[config.mk]
export PLATFORM = sky130hd
export DESIGN_NAME = jbt_emitter_flat
export DESIGN_NICKNAME = d
export VERILOG_FILES = /design/src/rtl/json_byte_stream_tokenizer_top_assert.svh /design/src/rtl/jbt_pkg.sv /design/src/rtl/jbt_ifs.sv /design/src/rtl/jbt_emitter.sv /design/src/flat_wrapper.sv
export SDC_FILE = /design/constraint.sdc
export NUM_CORES = 1
export LEC_CHECK = 0
export BUFFER_PORTS_ARGS = -buffer_cell sky130_fd_sc_hd__buf_2
export CORE_MARGIN = 2
export CORE_UTILIZATION = 25
export DETAILED_ROUTE_END_ITERATION = 10
export GPL_ROUTABILITY_DRIVEN = 0
export PLACE_DENSITY = 0.53
export SLEW_MARGIN = 20
export SYNTH_ARGS = -nofsm -noshare
export SYNTH_HDL_FRONTEND = slang
export SYNTH_SLANG_ARGS = --single-unit
[constraint.sdc]
create_clock -name clk -period 5.7 [get_ports clk]
set_input_delay 0.57 -clock clk [delete_from_list [all_inputs] [get_ports clk]]
set_output_delay 0.57 -clock clk [all_outputs]
set_load 0.005 [all_outputs]
[src/rtl/json_byte_stream_tokenizer_top_assert.svh]
// assertion helpers for the tokenizer top level
// both sample on clk and stay quiet while rst is high
`ifndef JSON_BYTE_STREAM_TOKENIZER_TOP_ASSERT_SVH
`define JSON_BYTE_STREAM_TOKENIZER_TOP_ASSERT_SVH

// same-cycle implication
`define JBT_ASSERT_IMPLIES(label, ante, cons, msg) \
  label: assert property (@(posedge clk) disable iff (rst) (ante) |-> (cons)) \
    else $error(msg);

// next-cycle implication
`define JBT_ASSERT_NEXT(label, ante, cons, msg) \
  label: assert property (@(posedge clk) disable iff (rst) (ante) |=> (cons)) \
    else $error(msg);

`endif

[src/rtl/jbt_pkg.sv]
package jbt_pkg;

  localparam int OFFSET_BITS_DEF = 32;
  localparam int LENGTH_BITS_DEF = 16;
  localparam int QUEUE_DEPTH_DEF = 8;

  // tokens one byte can cause at most
  localparam int SLOTS = 3;

  localparam logic [31:0] START_FIELD_MAX = '1;
  localparam logic [15:0] LENGTH_FIELD_MAX = '1;
  localparam logic [15:0] FRAC_COUNT_MAX = '1;

  // characters
  localparam logic [7:0] CH_TAB     = 8'h09;
  localparam logic [7:0] CH_LF      = 8'h0A;
  localparam logic [7:0] CH_SPACE   = 8'h20;
  localparam logic [7:0] CH_QUOTE   = 8'h22;
  localparam logic [7:0] CH_COMMA   = 8'h2C;
  localparam logic [7:0] CH_MINUS   = 8'h2D;
  localparam logic [7:0] CH_DOT     = 8'h2E;
  localparam logic [7:0] CH_ZERO    = 8'h30;
  localparam logic [7:0] CH_NINE    = 8'h39;
  localparam logic [7:0] CH_COLON   = 8'h3A;
  localparam logic [7:0] CH_LBRACK  = 8'h5B;
  localparam logic [7:0] CH_BSLASH  = 8'h5C;
  localparam logic [7:0] CH_RBRACK  = 8'h5D;
  localparam logic [7:0] CH_LOW_B   = 8'h62;
  localparam logic [7:0] CH_LOW_F   = 8'h66;
  localparam logic [7:0] CH_LOW_N   = 8'h6E;
  localparam logic [7:0] CH_LOW_R   = 8'h72;
  localparam logic [7:0] CH_LOW_T   = 8'h74;
  localparam logic [7:0] CH_LBRACE  = 8'h7B;
  localparam logic [7:0] CH_RBRACE  = 8'h7D;

  localparam logic [39:0] TXT_NULL  = {"null", 8'h00};
  localparam logic [39:0] TXT_TRUE  = {"true", 8'h00};
  localparam logic [39:0] TXT_FALSE = "false";

  typedef enum logic [2:0] {
    M_IDLE, M_INT, M_FRAC, M_STR, M_ESC, M_LIT
  } lex_mode_t;

  typedef enum logic [1:0] {
    LIT_NULL, LIT_TRUE, LIT_FALSE
  } lit_id_t;

  typedef enum logic [3:0] {
    TK_UNKNOWN    = 4'd0,
    TK_BAD_ESC    = 4'd1,
    TK_EOF        = 4'd2,
    TK_LBRACE     = 4'd3,
    TK_RBRACE     = 4'd4,
    TK_LBRACK     = 4'd5,
    TK_RBRACK     = 4'd6,
    TK_COLON      = 4'd7,
    TK_COMMA      = 4'd8,
    TK_FRACTIONAL = 4'd9,
    TK_INTEGER    = 4'd10,
    TK_TRUE       = 4'd11,
    TK_FALSE      = 4'd12,
    TK_NULL       = 4'd13,
    TK_STRING     = 4'd14
  } tok_kind_t;

  typedef struct packed {
    tok_kind_t   kind;
    logic [31:0] start;
    logic [15:0] length;
    logic [63:0] int_part;
    logic [63:0] frac_digits;
    logic [15:0] frac_count;
    logic        neg;
    logic        last;
  } token_t;

  // tokens from one byte, in order; slots may be empty
  typedef struct packed {
    logic [SLOTS-1:0]   valid;
    token_t [SLOTS-1:0] tok;
  } push_t;

  typedef struct packed {
    logic room;
    logic nonempty;
  } q_status_t;

  function automatic logic [39:0] lit_text(lit_id_t id);
    logic [39:0] t;
    case (id)
      LIT_NULL:  t = TXT_NULL;
      LIT_TRUE:  t = TXT_TRUE;
      LIT_FALSE: t = TXT_FALSE;
      default:   t = TXT_NULL;
    endcase
    return t;
  endfunction

  function automatic logic [7:0] lit_char(lit_id_t id, logic [2:0] idx);
    logic [39:0] t;
    logic [7:0]  ch;
    t = lit_text(id);
    case (idx)
      3'd0:    ch = t[39:32];
      3'd1:    ch = t[31:24];
      3'd2:    ch = t[23:16];
      3'd3:    ch = t[15:8];
      3'd4:    ch = t[7:0];
      default: ch = 8'h00;
    endcase
    return ch;
  endfunction

  function automatic logic [2:0] lit_len(lit_id_t id);
    logic [2:0] n;
    case (id)
      LIT_FALSE: n = 3'd5;
      default:   n = 3'd4;
    endcase
    return n;
  endfunction

  function automatic tok_kind_t lit_kind(lit_id_t id);
    tok_kind_t k;
    case (id)
      LIT_TRUE:  k = TK_TRUE;
      LIT_FALSE: k = TK_FALSE;
      default:   k = TK_NULL;
    endcase
    return k;
  endfunction

endpackage

[src/rtl/jbt_ifs.sv]


interface jbt_out_if;
  logic        valid;
  logic        ready;
  logic [3:0]  token_kind;
  logic [31:0] token_start;
  logic [15:0] token_length;
  logic [63:0] integer_part;
  logic [63:0] fraction_digits;
  logic [15:0] fraction_count;
  logic        is_negative;
  logic        last_result;

  modport source (
    output valid, output token_kind, output token_start, output token_length,
    output integer_part, output fraction_digits, output fraction_count,
    output is_negative, output last_result, input ready
  );
  modport sink (
    input valid, input token_kind, input token_start, input token_length,
    input integer_part, input fraction_digits, input fraction_count,
    input is_negative, input last_result, output ready
  );
endinterface

[src/rtl/jbt_emitter.sv]
module jbt_emitter (
  input  logic               clk,
  input  logic               rst,
  input  jbt_pkg::token_t    head,
  input  jbt_pkg::q_status_t stat,
  output logic               pop,
  jbt_out_if.source          out_ch
);
  import jbt_pkg::*;

  logic   hold_valid;
  token_t hold;

  // refill the output register whenever it is empty or being taken
  assign pop = stat.nonempty && (!hold_valid || out_ch.ready);

  always_ff @(posedge clk) begin
    if (rst) begin
      hold_valid <= 1'b0;
    end else if (pop) begin
      hold_valid <= 1'b1;
    end else if (out_ch.ready) begin
      hold_valid <= 1'b0;
    end
  end

  always_ff @(posedge clk) begin
    if (pop) begin
      hold <= head;
    end
  end

  assign out_ch.valid           = hold_valid;
  assign out_ch.token_kind      = hold.kind;
  assign out_ch.token_start     = hold.start;
  assign out_ch.token_length    = hold.length;
  assign out_ch.integer_part    = hold.int_part;
  assign out_ch.fraction_digits = hold.frac_digits;
  assign out_ch.fraction_count  = hold.frac_count;
  assign out_ch.is_negative     = hold.neg;
  assign out_ch.last_result     = hold.last;

endmodule
[src/flat_wrapper.sv]
// flat-port wrapper written by rule: the top's interface ports become plain ports
module jbt_emitter_flat import jbt_pkg::*;
  (clk, rst, head, stat, pop, out_ch_valid, out_ch_token_kind, out_ch_token_start, out_ch_token_length, out_ch_integer_part, out_ch_fraction_digits, out_ch_fraction_count, out_ch_is_negative, out_ch_last_result, out_ch_ready);
  jbt_out_if out_ch_i ();
  input  logic clk;
  input  logic rst;
  input  jbt_pkg::token_t head;
  input  jbt_pkg::q_status_t stat;
  output logic pop;
  output wire logic [$bits(out_ch_i.valid)-1:0] out_ch_valid;
  output wire logic [$bits(out_ch_i.token_kind)-1:0] out_ch_token_kind;
  output wire logic [$bits(out_ch_i.token_start)-1:0] out_ch_token_start;
  output wire logic [$bits(out_ch_i.token_length)-1:0] out_ch_token_length;
  output wire logic [$bits(out_ch_i.integer_part)-1:0] out_ch_integer_part;
  output wire logic [$bits(out_ch_i.fraction_digits)-1:0] out_ch_fraction_digits;
  output wire logic [$bits(out_ch_i.fraction_count)-1:0] out_ch_fraction_count;
  output wire logic [$bits(out_ch_i.is_negative)-1:0] out_ch_is_negative;
  output wire logic [$bits(out_ch_i.last_result)-1:0] out_ch_last_result;
  input wire logic [$bits(out_ch_i.ready)-1:0] out_ch_ready;
  assign out_ch_valid = out_ch_i.valid;
  assign out_ch_token_kind = out_ch_i.token_kind;
  assign out_ch_token_start = out_ch_i.token_start;
  assign out_ch_token_length = out_ch_i.token_length;
  assign out_ch_integer_part = out_ch_i.integer_part;
  assign out_ch_fraction_digits = out_ch_i.fraction_digits;
  assign out_ch_fraction_count = out_ch_i.fraction_count;
  assign out_ch_is_negative = out_ch_i.is_negative;
  assign out_ch_last_result = out_ch_i.last_result;
  assign out_ch_i.ready = out_ch_ready;
  jbt_emitter u_core (.clk(clk), .rst(rst), .head(head), .stat(stat), .pop(pop), .out_ch(out_ch_i));
endmodule
Word level (Yosys, flattened, before mapping)
Cells that the tools add are included.
{"block": "word_totals", "out_inout_bits": 200, "regBits": 199, "input_bits": 203, "wordCells": 15}
{"block": "classes", "muxes": 2, "n_reduce_logical": 4}
{"cell": "two-way mux 1 bit", "n": 2}
{"cell": "nonzero test 2 bit", "n": 1}
{"cell": "logical AND 1 bit", "n": 1}
{"cell": "zero test 1 bit", "n": 1}
{"cell": "logical OR 1 bit", "n": 1}

Logic depth before layout (Yosys ltp)
Gate-level depths: netlist (run 1).
{"block": "depth", "depth_word": 4, "mapped_depth": 2, "mapped_depth_nobuf": 2}

Worst setup path after synthesis (run 1)
No wires, ideal clock.
{"block": "synth_timing", "kind": "input port to output port", "startpoint": "input out_ch_ready", "endpoint": "output pop", "slack_ns": 3.023, "required_ns": 5.130, "cell_stages": 2, "arrival_time_ns": 2.107, "path_cell_list": "nand2b_4 -> and2_4"}
{"block": "synth_via", "elab_chain_len": 2}
{"item": "start: declaration", "line_no": "flat_wrapper.sv:19", "source": "input wire logic [$bits(out_ch_i.ready)-1:0] out_ch_ready;"}
{"item": "logical OR 1 bit", "line_no": "jbt_emitter.sv:15", "source": "assign pop = stat.nonempty && (!hold_valid || out_ch.ready);"}
{"item": "logical AND 1 bit", "line_no": "jbt_emitter.sv:15"}
{"item": "end: declaration", "line_no": "flat_wrapper.sv:9", "source": "output logic pop;"}
Every way passes these cells.

Final worst setup path (run 1)
{"block": "layout_timing", "startpoint": "register u_core.hold_valid, in the netlist u_core.out_ch.valid", "endpoint": "register u_core.hold, in the netlist u_core.out_ch.fraction_digits[21], enable pin"}
{"block": "layout_via", "elab_chain_len": 3}
{"item": "start: declaration", "line_no": "jbt_emitter.sv:11", "source": "logic hold_valid;"}
{"item": "start signal: assignment", "line_no": "jbt_emitter.sv:19", "source": "hold_valid <= 1'b0;"}
{"item": "start signal: assignment", "line_no": "jbt_emitter.sv:21", "source": "hold_valid <= 1'b1;"}
{"item": "start signal: assignment", "line_no": "jbt_emitter.sv:23", "source": "hold_valid <= 1'b0;"}
{"item": "zero test 1 bit", "line_no": "jbt_emitter.sv:15"}
{"item": "logical OR 1 bit", "line_no": "jbt_emitter.sv:15"}
{"item": "logical AND 1 bit", "line_no": "jbt_emitter.sv:15"}
{"item": "end signal: assignment", "line_no": "jbt_emitter.sv:29", "source": "hold <= head;"}
{"item": "end: declaration", "line_no": "jbt_emitter.sv:12", "source": "token_t hold;"}
Every way passes these cells.
A chain may end at the register's enable or synchronous reset.

==> results.json, run 1 <==
{
  "final-setup-viol-count": 0,
  "postCtsSetupRepairBufs": 0,
  "cp_max_fo": 80,
  "grt_usage_pct": 12.1,
  "clk_latency_ps": 430,
  "grt_max_degree": 103,
  "cts-root-buf": "clkbuf_16",
  "cts_tree": "built",
  "p_per_area_nw_per_um2": 341,
  "initial_core_util_pct": 25.5,
  "dieArea_sq_um": 25300,
  "cp.required_ps": 5740,
  "final_layout_size_suffix_gt1_share_pct": 68.2,
  "clock-sinks": 199,
  "seq_area_frac_synth_pct": 99.4,
  "yosysTopAreaCell": "edfxtp_1",
  "placement_rows": 56,
  "reg2reg_slack_ps": 3710,
  "worst_slew_pin_slew_ps": 991,
  "yosysWarnings": 0,
  "syn_nets": 406,
  "finalPower_mw": 3.07,
  "critPathCaptureType": "flip-flop",
  "holdCritPathClass": "in -> reg",
  "synth-edff-count": 198,
  "reg2regPathDepth": 3,
  "async_flop_share_pct": 0,
  "htree_levels": 4,
  "postPlaceCellArea_sq_um": 8430,
  "timing.final.ws_setup_ps": 3710,
  "design_area_sq_um": 8990,
  "fin_crit_sh_pct": 34.9,
  "worstSetupStartpointType": "flip-flop",
  "synth-seq-cells": 199,
  "num-fill-cells": 2254,
  "p_leak_nw": 3.80,
  "grt_pass1_vias": 4086,
  "r2r-end": "u_core.out_ch.fraction_digits[21]$_DFFE_PP_",
  "worstPathArrival_ps": 2030,
  "fin_util_pct": 38.2,
  "holdBufCountCts": 0,
  "setup_tns_ps": 0,
  "grt_setup_unrepaired": "no",
  "ir_worst_vdd_v": 0.000166,
  "dp_cells": 925,
  "core-area_sq_um": 23500,
  "num_vias": 3685,
  "grt_overflow": 0,
  "area_growth_syn_to_layout_pct": 49.8,
  "drc": 0,
  "status": "complete, no violations",
  "fmax_ghz": 0.502,
  "hold_depth": 2,
  "hold_slack_ps": 291,
  "hold_end": "u_core.out_ch.valid$_SDFFE_PP0P_",
  "worstHoldStart": "rst",
  "netlist_area_sq_um": 6000,
  "postRouteAntennaNets": 0,
  "avgSynthCellArea_sq_um": 29.6,
  "wl_microns": 15600,
  "wl_per_cell_microns": 16.3,
  "netlist_instances": 203,
  "cts-resized-gates": 0,
  "via_per_inst": 3.84,
  "maxSlewHeadroom_pct": 33.9,
  "worstSetupPathType": "reg -> reg",
  "clock_path_buffers": 2,
  "synth.most_common_cell": "edfxtp_1",
  "r2r_start": "u_core.out_ch.valid$_SDFFE_PP0P_",
  "cts-buffers-inserted": 17,
  "place_ws_ps": 3360,
  "firstDrtPassIters": 4,
  "drtIter0Drc": 178,
  "slew_violations": 0,
  "hold_viol_final": 0,
  "synth.area.top_cells": "edfxtp_1, dfxtp_1, nand2b_4, a21oi_2, and2_4",
  "port_buffers": 401,
  "clk_pin_slew_worst_paths_ps": 80,
  "skew_ps": 15.7,
  "die_h_microns": 159,
  "dpl.hpwl_microns": 12000,
  "die_w_microns": 159,
  "period_needed_ps": 1990,
  "antenna_found_initial": 4,
  "ios": 403,
  "layoutNonFillerInstCount": 959,
  "grt_pass1_wl_microns": 22800,
  "fin_nets": 828,
  "synth_top_flop_cell": "edfxtp_1",
  "cap_violations": 0,
  "synth_cell_type_count": 6,
  "synth_top_area_share_pct": 99.1
}
worst max-delay path by stage:
stage,slack [ps],end,startpoint
2_1_floorplan,3020,pop,out_ch_ready
3_3_place_gp,3410,u_core.out_ch.fraction_count[15]$_DFFE_PP_,out_ch_ready
3_5_place_dp,3360,u_core.out_ch.fraction_count[10]$_DFFE_PP_,out_ch_ready
4_1_cts,3710,u_core.out_ch.fraction_digits[15]$_DFFE_PP_,u_core.out_ch.valid$_SDFFE_PP0P_
5_1_grt,3590,u_core.out_ch.fraction_digits[21]$_DFFE_PP_,u_core.out_ch.valid$_SDFFE_PP0P_
6_report,3710,u_core.out_ch.fraction_digits[21]$_DFFE_PP_,u_core.out_ch.valid$_SDFFE_PP0P_
cell type report:
type                            instances  area [sq um]  area share (%)
Clock buffer                           20           437            4.86
Clock inverter                         12           114            1.27
Timing Repair Buffer                  403          2030            22.6
Multi-Input combinational cell          3          31.3           0.348
Sequential cell                       199          5970            66.4
Antenna cell                            2          5.00          0.0557
Tap cell                              319           399            4.44
Inverter                                1          3.75          0.0418
state kept, by name, indices dropped and copies added (netlist names):
register	count
u_core.out_ch.valid	1
u_core.out_ch.last_result	1
u_core.out_ch.token_start	32
u_core.out_ch.fraction_digits	64
u_core.out_ch.token_kind	4
u_core.out_ch.integer_part	64
u_core.out_ch.fraction_count	16
u_core.out_ch.is_negative	1
u_core.out_ch.token_length	16
per-layer routing:
metal / up-vias / wire (microns) / GRT usage (%)
met5: - / 13 / 0
met4: 2 / 311 / 5.08
met3: 13 / 1640 / 6.04
met2: 231 / 8070 / 21.7
met1: 1764 / 5590 / 11.8
li1: 1675 / - / -
critical path: stages (launching register included):
cell,delay [ps]
dfxtp_1,340
nand2b_4,80
and2_4,300
buf_4,790
layout by cell type (no fill, tap or decap):
cell type   count
buf_4           1
clkbuf_16      17
inv_1           1
diode_2         2
buf_12          1
dfxtp_1         1
and2_4          1
buf_2         401
clkinv_4        6
inv_6           1
a21oi_2         1
edfxtp_1      198
clkbuf_1        3
inv_8           4
clkinvlp_4      1
nand2b_4        1
power by group:
part	switching [mW]	internal [mW]
Sequential	0.0216	1.71
Combinational	0.102	0.102
Clock	0.552	0.577
kinds of logic (layout without fill, tap and decap cells):
logic type             after synthesis  in the layout  synth area share [%]
other                                0              2                     0
flip-flops                         199            199                  99.4
buffers and inverters                1            436                0.0625
AND/OR/NAND/NOR                      2              2                 0.375
AO/OA/AOI/OAI                        1              1                 0.146
Note: power is estimated with default switching activity, not from simulation.
==> inputs of run 2 (changes only) <==
ABC_AREA = 1   (was default)
PLACE_DENSITY = 0.55   (was 0.53)
clock period = 1.8 ns   (was 5.7 ns; I/O delays follow)
==> results.json, run 2 <==
{
  "async_flop_share_pct": 0,
  "status": "aborted with a tool error",
  "clock-sinks": 199,
  "synth_xor_xnor_area_share_pct": 0,
  "postCtsSetupRepairBufs": 0,
  "holdBufCountCts": 194,
  "dpl.hpwl_microns": 12000,
  "synth-compound-area-share_pct": 0.230,
  "placement_rows": 56,
  "synth-seq-cells": 199,
  "haltStage": "4_1_cts",
  "stop_error": "[ERROR RSZ-0060] Max buffer count reached.",
  "die_w_microns": 159,
  "synth_top_flop_cell": "edfxtp_1",
  "synth-edff-count": 198,
  "cts-resized-gates": 0,
  "netlist_area_sq_um": 5990,
  "seq_area_frac_synth_pct": 99.5,
  "yosys.area_share.simple_pct": 0.104,
  "port_buffers": 401,
  "netlist_instances": 204,
  "yosysWarnings": 0,
  "yosys-mux-area-fraction_pct": 0,
  "ios": 403,
  "clock_path_buffers": 2,
  "cts-buffers-inserted": 17,
  "htree_levels": 4,
  "die_h_microns": 159,
  "synth.most_common_cell": "edfxtp_1",
  "synth.area.top_cells": "edfxtp_1, dfxtp_1, a21oi_2, nand2_2, a21oi_1",
  "initial_core_util_pct": 25.5,
  "yosys.area_share.adder_pct": 0,
  "avgSynthCellArea_sq_um": 29.4,
  "synth_top_family_by_area": "compound AO/OA/AOI/OAI gates",
  "synth_top_area_share_pct": 99.2,
  "syn_nets": 407,
  "cts-root-buf": "clkbuf_16",
  "yosysTopAreaCell": "edfxtp_1",
  "synth_cell_type_count": 7
}
run 2: cell types whose count changed after synthesis:
cell	previous run	this run
nand2_2	0	1
inv_2	0	1
and2_4	1	0
a21oi_1	0	1
nand2b_4	1	0
run 2: kinds of logic after synthesis:
family          after synthesis
flops                       199
compound gates                2
buf+inv                       2
simple gates                  1
run 2: stage by stage:
step           hold slack (ps)  worst slack (ps)  cell area (sq um)  instances
2_1_floorplan              235             -2250               6010        204
3_3_place_gp               338               424               8550        936
3_5_place_dp               337               415               8550        936
==> inputs of run 3 (changes only) <==
CORE_UTILIZATION = 20   (was 25)
PLACE_DENSITY = default   (was 0.55)
PLACE_DENSITY_LB_ADDON = 0.15   (was default)
clock period = 2.3 ns   (was 1.8 ns; I/O delays follow)
==> results.json, run 3 <==
{
  "synth.most_common_cell": "edfxtp_1",
  "synth.area.top_cells": "edfxtp_1, dfxtp_1, a21oi_2, nand2_2, a21oi_1",
  "yosysTopAreaCell": "edfxtp_1",
  "dpl.hpwl_microns": 12300,
  "antenna_found_initial": 0,
  "synth_top_flop_cell": "edfxtp_1",
  "postCtsSetupRepairBufs": 0,
  "final_layout_size_suffix_gt1_share_pct": 51.9,
  "port_buffers": 401,
  "clk_latency_ps": 420,
  "core-area_sq_um": 29600,
  "area_growth_syn_to_layout_pct": 85.0,
  "htree_levels": 4,
  "grt_setup_unrepaired": "no",
  "seq_area_frac_synth_pct": 99.5,
  "cap_violations": 0,
  "finalPower_mw": 7.95,
  "worstSetupPathType": "reg -> out",
  "grt.met1_usage_pct": 11.2,
  "firstDrtPassIters": 4,
  "worstPathArrival_ps": 1700,
  "final-setup-viol-count": 0,
  "holdCritPathClass": "in -> reg",
  "postRouteAntennaNets": 0,
  "worstSetupStartpointType": "flip-flop",
  "grt_pass1_wl_microns": 25500,
  "fmax_ghz": 0.517,
  "cts_tree": "built",
  "grt.busiest_layer": "met2",
  "dp_cells": 997,
  "wl_per_cell_microns": 14.5,
  "clk_pin_slew_worst_paths_ps": 70,
  "wl_microns": 17700,
  "initial_core_util_pct": 20.3,
  "dieArea_sq_um": 31400,
  "reg2regPathDepth": 2,
  "fin_nets": 1028,
  "netlist_area_sq_um": 5990,
  "cts-buffers-inserted": 17,
  "hold_viol_final": 0,
  "ios": 403,
  "async_flop_share_pct": 0,
  "syn_nets": 407,
  "placement_rows": 63,
  "cp_max_fo": 111,
  "grt_usage_pct": 10.9,
  "maxSlewHeadroom_pct": 55.5,
  "hold_depth": 3,
  "layout_commonest_cell": "buf_2",
  "timing.final.ws_setup_ps": 366,
  "drc": 0,
  "layout_common_cells": "buf_2, dlygate4sd3_1, edfxtp_1",
  "clock_path_buffers": 2,
  "worst_slew_pin_slew_ps": 668,
  "die_h_microns": 177,
  "die_w_microns": 177,
  "synth_cell_type_count": 7,
  "netlist_instances": 204,
  "status": "complete, no violations",
  "place_ws_ps": 714,
  "synth-edff-count": 198,
  "p_per_area_nw_per_um2": 717,
  "ir_worst_vdd_v": 0.000452,
  "grt_use_met2_pct": 19.9,
  "grt_overflow": 0,
  "clock-sinks": 199,
  "hold_slack_ps": 112,
  "yosysWarnings": 0,
  "skew_ps": 11.7,
  "period_needed_ps": 1930,
  "drtIter0Drc": 155,
  "p_leak_nw": 4.63,
  "layoutNonFillerInstCount": 1225,
  "critPathCaptureType": "output port",
  "num_vias": 4397,
  "fin_crit_sh_pct": 84.1,
  "gr-usage-met3_pct": 4.10,
  "grt_max_degree": 112,
  "antenna_cells": 0,
  "synth-seq-cells": 199,
  "synth_top_area_share_pct": 99.2,
  "avgSynthCellArea_sq_um": 29.4,
  "via_per_inst": 3.59,
  "grt_pass1_vias": 4712,
  "slew_violations": 0,
  "cts-root-buf": "clkbuf_16",
  "cp.required_ps": 2070
}
-- run 3: cell counts after synthesis --
Identical to the previous run, type by type.
-- run 3: area by class of cell --
type                            count  area [sq um]
Timing Repair Buffer              602          4040
Clock buffer                       19           433
Clock inverter                     10           109
Sequential cell                   199          5970
Tap cell                          390           488
Inverter                            2          20.0
Fill cell                        2830         18500
Multi-Input combinational cell      3          31.3
-- run 3: path summary, 6_finish.rpt --
check,from,endpoint,slack [ps]
max,u_core.out_ch.valid$_SDFFE_PP0P_,pop,370
min,stat[0],u_core.out_ch.valid$_SDFFE_PP0P_,110
max reg2reg,u_core.out_ch.valid$_SDFFE_PP0P_,u_core.out_ch.fraction_digits[10]$_DFFE_PP_,790
min reg2reg,u_core.out_ch.valid$_SDFFE_PP0P_,u_core.out_ch.valid$_SDFFE_PP0P_,480
-- run 3: per-stage QoR --
| stage | setup TNS [ps] | utilization [%] | area, sq um |
|---|---|---|---|
| detailed placement | 0 | 28.9 | 8550 |
| global route | 0 | 37.5 | 11100 |
| CTS | 0 | 37.5 | 11100 |
| global placement | 0 | 28.9 | 8550 |
| floorplan | -350590 | - | 6020 |
| finish | 0 | 37.5 | 11100 |
-- run 3: what timing repair did --
item | CTS | global route
hold buffers | 199 | 0
resized for setup | 0 | 0
endpoints found under the hold margin | 199 | 0
-- run 3: critical path, cell delays in order, from the launching register on --
cell,delay [ps]
dfxtp_2,350
a21oi_4,210
buf_12,400
buf_2,220
-- run 3: logic make-up (layout without fill, tap and decap cells) --
kind of cell	count (synthesis)	after routing	synth area share (%)
AND/OR/NAND/NOR	1	1	0.104
buffers and inverters	2	633	0.125
flip-flops	199	199	99.5
AO/OA/AOI/OAI	2	2	0.230
-- run 3: metal layers --
| layer | share of wire (%) | wire length, microns | up-vias |
|---|---|---|---|
| li1 | - | - | 2067 |
| met1 | 37 | 6480 | 2090 |
| met2 | 53 | 9310 | 227 |
| met3 | 9.3 | 1650 | 13 |
| met4 | 1.5 | 272 | 0 |
| met5 | 0 | 0 | - |
-- run 3: power breakdown --
part,leakage [nW],switching [mW],internal [mW]
combinational,2.45,0.313,0.476
sequential,1.92,0.0524,4.24
clock,0.256,1.29,1.58
==> inputs of run 4 (changes only) <==
clock period = 1.96 ns   (was 2.3 ns; I/O delays follow)
==> results.json, run 4 (synthesis results as in run 3) <==
{
  "clk_latency_ps": 430,
  "design_area_sq_um": 11200,
  "core-area_sq_um": 29600,
  "firstDrtPassIters": 4,
  "clock-sinks": 199,
  "drc": 0,
  "cp_cell_sequence": "a21oi_4 > buf_12 > buf_2",
  "antenna_found_initial": 0,
  "skew_ps": 11.1,
  "reg2regPathDepth": 2,
  "hold_end": "u_core.out_ch.fraction_count[6]$_DFFE_PP_",
  "dpl.hpwl_microns": 12400,
  "postCtsSetupRepairBufs": 0,
  "cp.required_ps": 1760,
  "worst_slew_pin_slew_ps": 607,
  "grt_pass1_vias": 4828,
  "layout_commonest_cell": "buf_2",
  "internal_power_mw": 7.80,
  "p_per_area_nw_per_um2": 875,
  "slowest_delay_ps": 390,
  "fin_crit_sh_pct": 93.4,
  "reg2reg_slack_ps": 460,
  "wl_per_cell_microns": 14.3,
  "final_layout_size_suffix_gt1_share_pct": 52.0,
  "pwr-share-seq_pct": 51.5,
  "grt_pass1_wl_microns": 25700,
  "drtIter0Drc": 179,
  "clock_path_buffers": 2,
  "hold_viol_final": 0,
  "r2r_start": "u_core.out_ch.valid$_SDFFE_PP0P_",
  "final-setup-viol-count": 0,
  "grt_usage_pct": 11.0,
  "port_buffers": 401,
  "die_w_microns": 177,
  "via_per_inst": 3.57,
  "postRouteAntennaNets": 0,
  "cap_violations": 0,
  "area_growth_syn_to_layout_pct": 86.5,
  "grt_setup_unrepaired": "no",
  "fin_util_pct": 37.8,
  "grt_max_degree": 105,
  "hold_slack_ps": 466,
  "postPlaceCellArea_sq_um": 8540,
  "cp_max_fo": 95,
  "status": "complete, no violations",
  "die_h_microns": 177,
  "ir_worst_vdd_v": 0.000513,
  "cts_tree": "built",
  "num_vias": 4384,
  "critPathCaptureType": "output port",
  "initial_core_util_pct": 20.3,
  "cpMaxStageDelayCell": "buf_12",
  "worstHoldStart": "head[8]",
  "worstPathArrival_ps": 1630,
  "worstSetupPathType": "reg -> out",
  "antenna_cells": 0,
  "clkPwrFrac_pct": 39.0,
  "wl_microns": 17600,
  "p_leak_nw": 4.68,
  "maxSlewHeadroom_pct": 59.5,
  "hold_depth": 2,
  "net-switching-power_mw": 1.98,
  "fin_nets": 1029,
  "period_needed_ps": 1830,
  "cts-root-buf": "clkbuf_16",
  "comb_power_share_pct": 9.5,
  "htree_levels": 4,
  "holdCritPathClass": "in -> reg",
  "fmax_ghz": 0.546,
  "num-fill-cells": 2813,
  "clk_pin_slew_worst_paths_ps": 80,
  "placement_rows": 63,
  "dieArea_sq_um": 31400,
  "power_switching_share_pct": 20.2,
  "layout_common_cells": "buf_2, dlygate4sd3_1, edfxtp_1",
  "r2r-end": "u_core.out_ch.integer_part[60]$_DFFE_PP_",
  "slew_violations": 0,
  "worstSetupStartpointType": "flip-flop",
  "cts-buffers-inserted": 17,
  "ios": 403,
  "grt_overflow": 0
}
-- run 4: changes by cell type in the layout (fill, tap and decap cells not counted), sizes merged --
cell / before / now
bufinv: 2 / 5
inv: 2 / 3
dlygate4sd3: 199 / 200
clkinvlp: 3 / 1
-- run 4: power groups by stage --
| stage | logic, mW | registers, mW | clock network, mW |
|---|---|---|---|
| floorplan | 0.0790 | 5.20 | 0 |
| global placement | 0.615 | 5.13 | 0 |
| detailed placement | 0.624 | 5.13 | 0 |
| CTS | 0.943 | 5.04 | 3.97 |
| global route | 1.01 | 5.06 | 4.11 |
| finish | 0.926 | 5.04 | 3.82 |
-- run 4: what timing repair did --
action	4_1_cts	5_1_grt
hold buffers	200	0
gates resized for setup	0	0
endpoints found under the setup margin	0	0
endpoints found under the hold margin	199	0
-- run 4: critical path: cells and delay by family (launching register included) --
family                 cells  cell delay (ps)
buffers and inverters      2              600
flip-flops                 1              350
AO/OA/AOI/OAI              1              210
-- run 4: final cells by class --
class	instances	area [sq um]	share of cell area, %
Clock buffer	19	433	3.87
Timing Repair Buffer	603	4050	36.2
Multi-Input combinational cell	3	31.3	0.280
Clock inverter	12	201	1.80
Tap cell	390	488	4.37
Inverter	2	7.51	0.0672
Sequential cell	199	5970	53.4
-- run 4: worst max path at each step --
stage | start | endpoint | slack, ps
global placement | stat[0] | u_core.out_ch.integer_part[26]$_DFFE_PP_ | 520
global route | u_core.out_ch.valid$_SDFFE_PP0P_ | pop | 1
floorplan | u_core.out_ch.valid$_SDFFE_PP0P_ | u_core.out_ch.fraction_count[0]$_DFFE_PP_ | -2090
finish | u_core.out_ch.valid$_SDFFE_PP0P_ | pop | 130
CTS | u_core.out_ch.valid$_SDFFE_PP0P_ | pop | 60
detailed placement | u_core.out_ch.valid$_SDFFE_PP0P_ | u_core.out_ch.fraction_digits[49]$_DFFE_PP_ | 490
-- run 4: routing by layer --
| layer | up-vias | wire length, microns | global-route usage, % |
|---|---|---|---|
| met2 | 229 | 9220 | 19.8 |
| met4 | 0 | 321 | 4.44 |
| li1 | 2069 | - | - |
| met1 | 2067 | 6310 | 11.3 |
| met5 | - | 0 | 0 |
| met3 | 19 | 1720 | 4.38 |
-- run 4: per-stage QoR --
stage,setup TNS [ps],worst slack [ps],power [mW],std cells
3_3_place_gp,0,517,5.74,997
4_1_cts,0,55.1,9.96,1228
5_1_grt,0,1.48,10.2,1228
3_5_place_dp,0,492,5.76,997
2_1_floorplan,-416230,-2090,5.27,204
6_report,0,130,9.78,1228
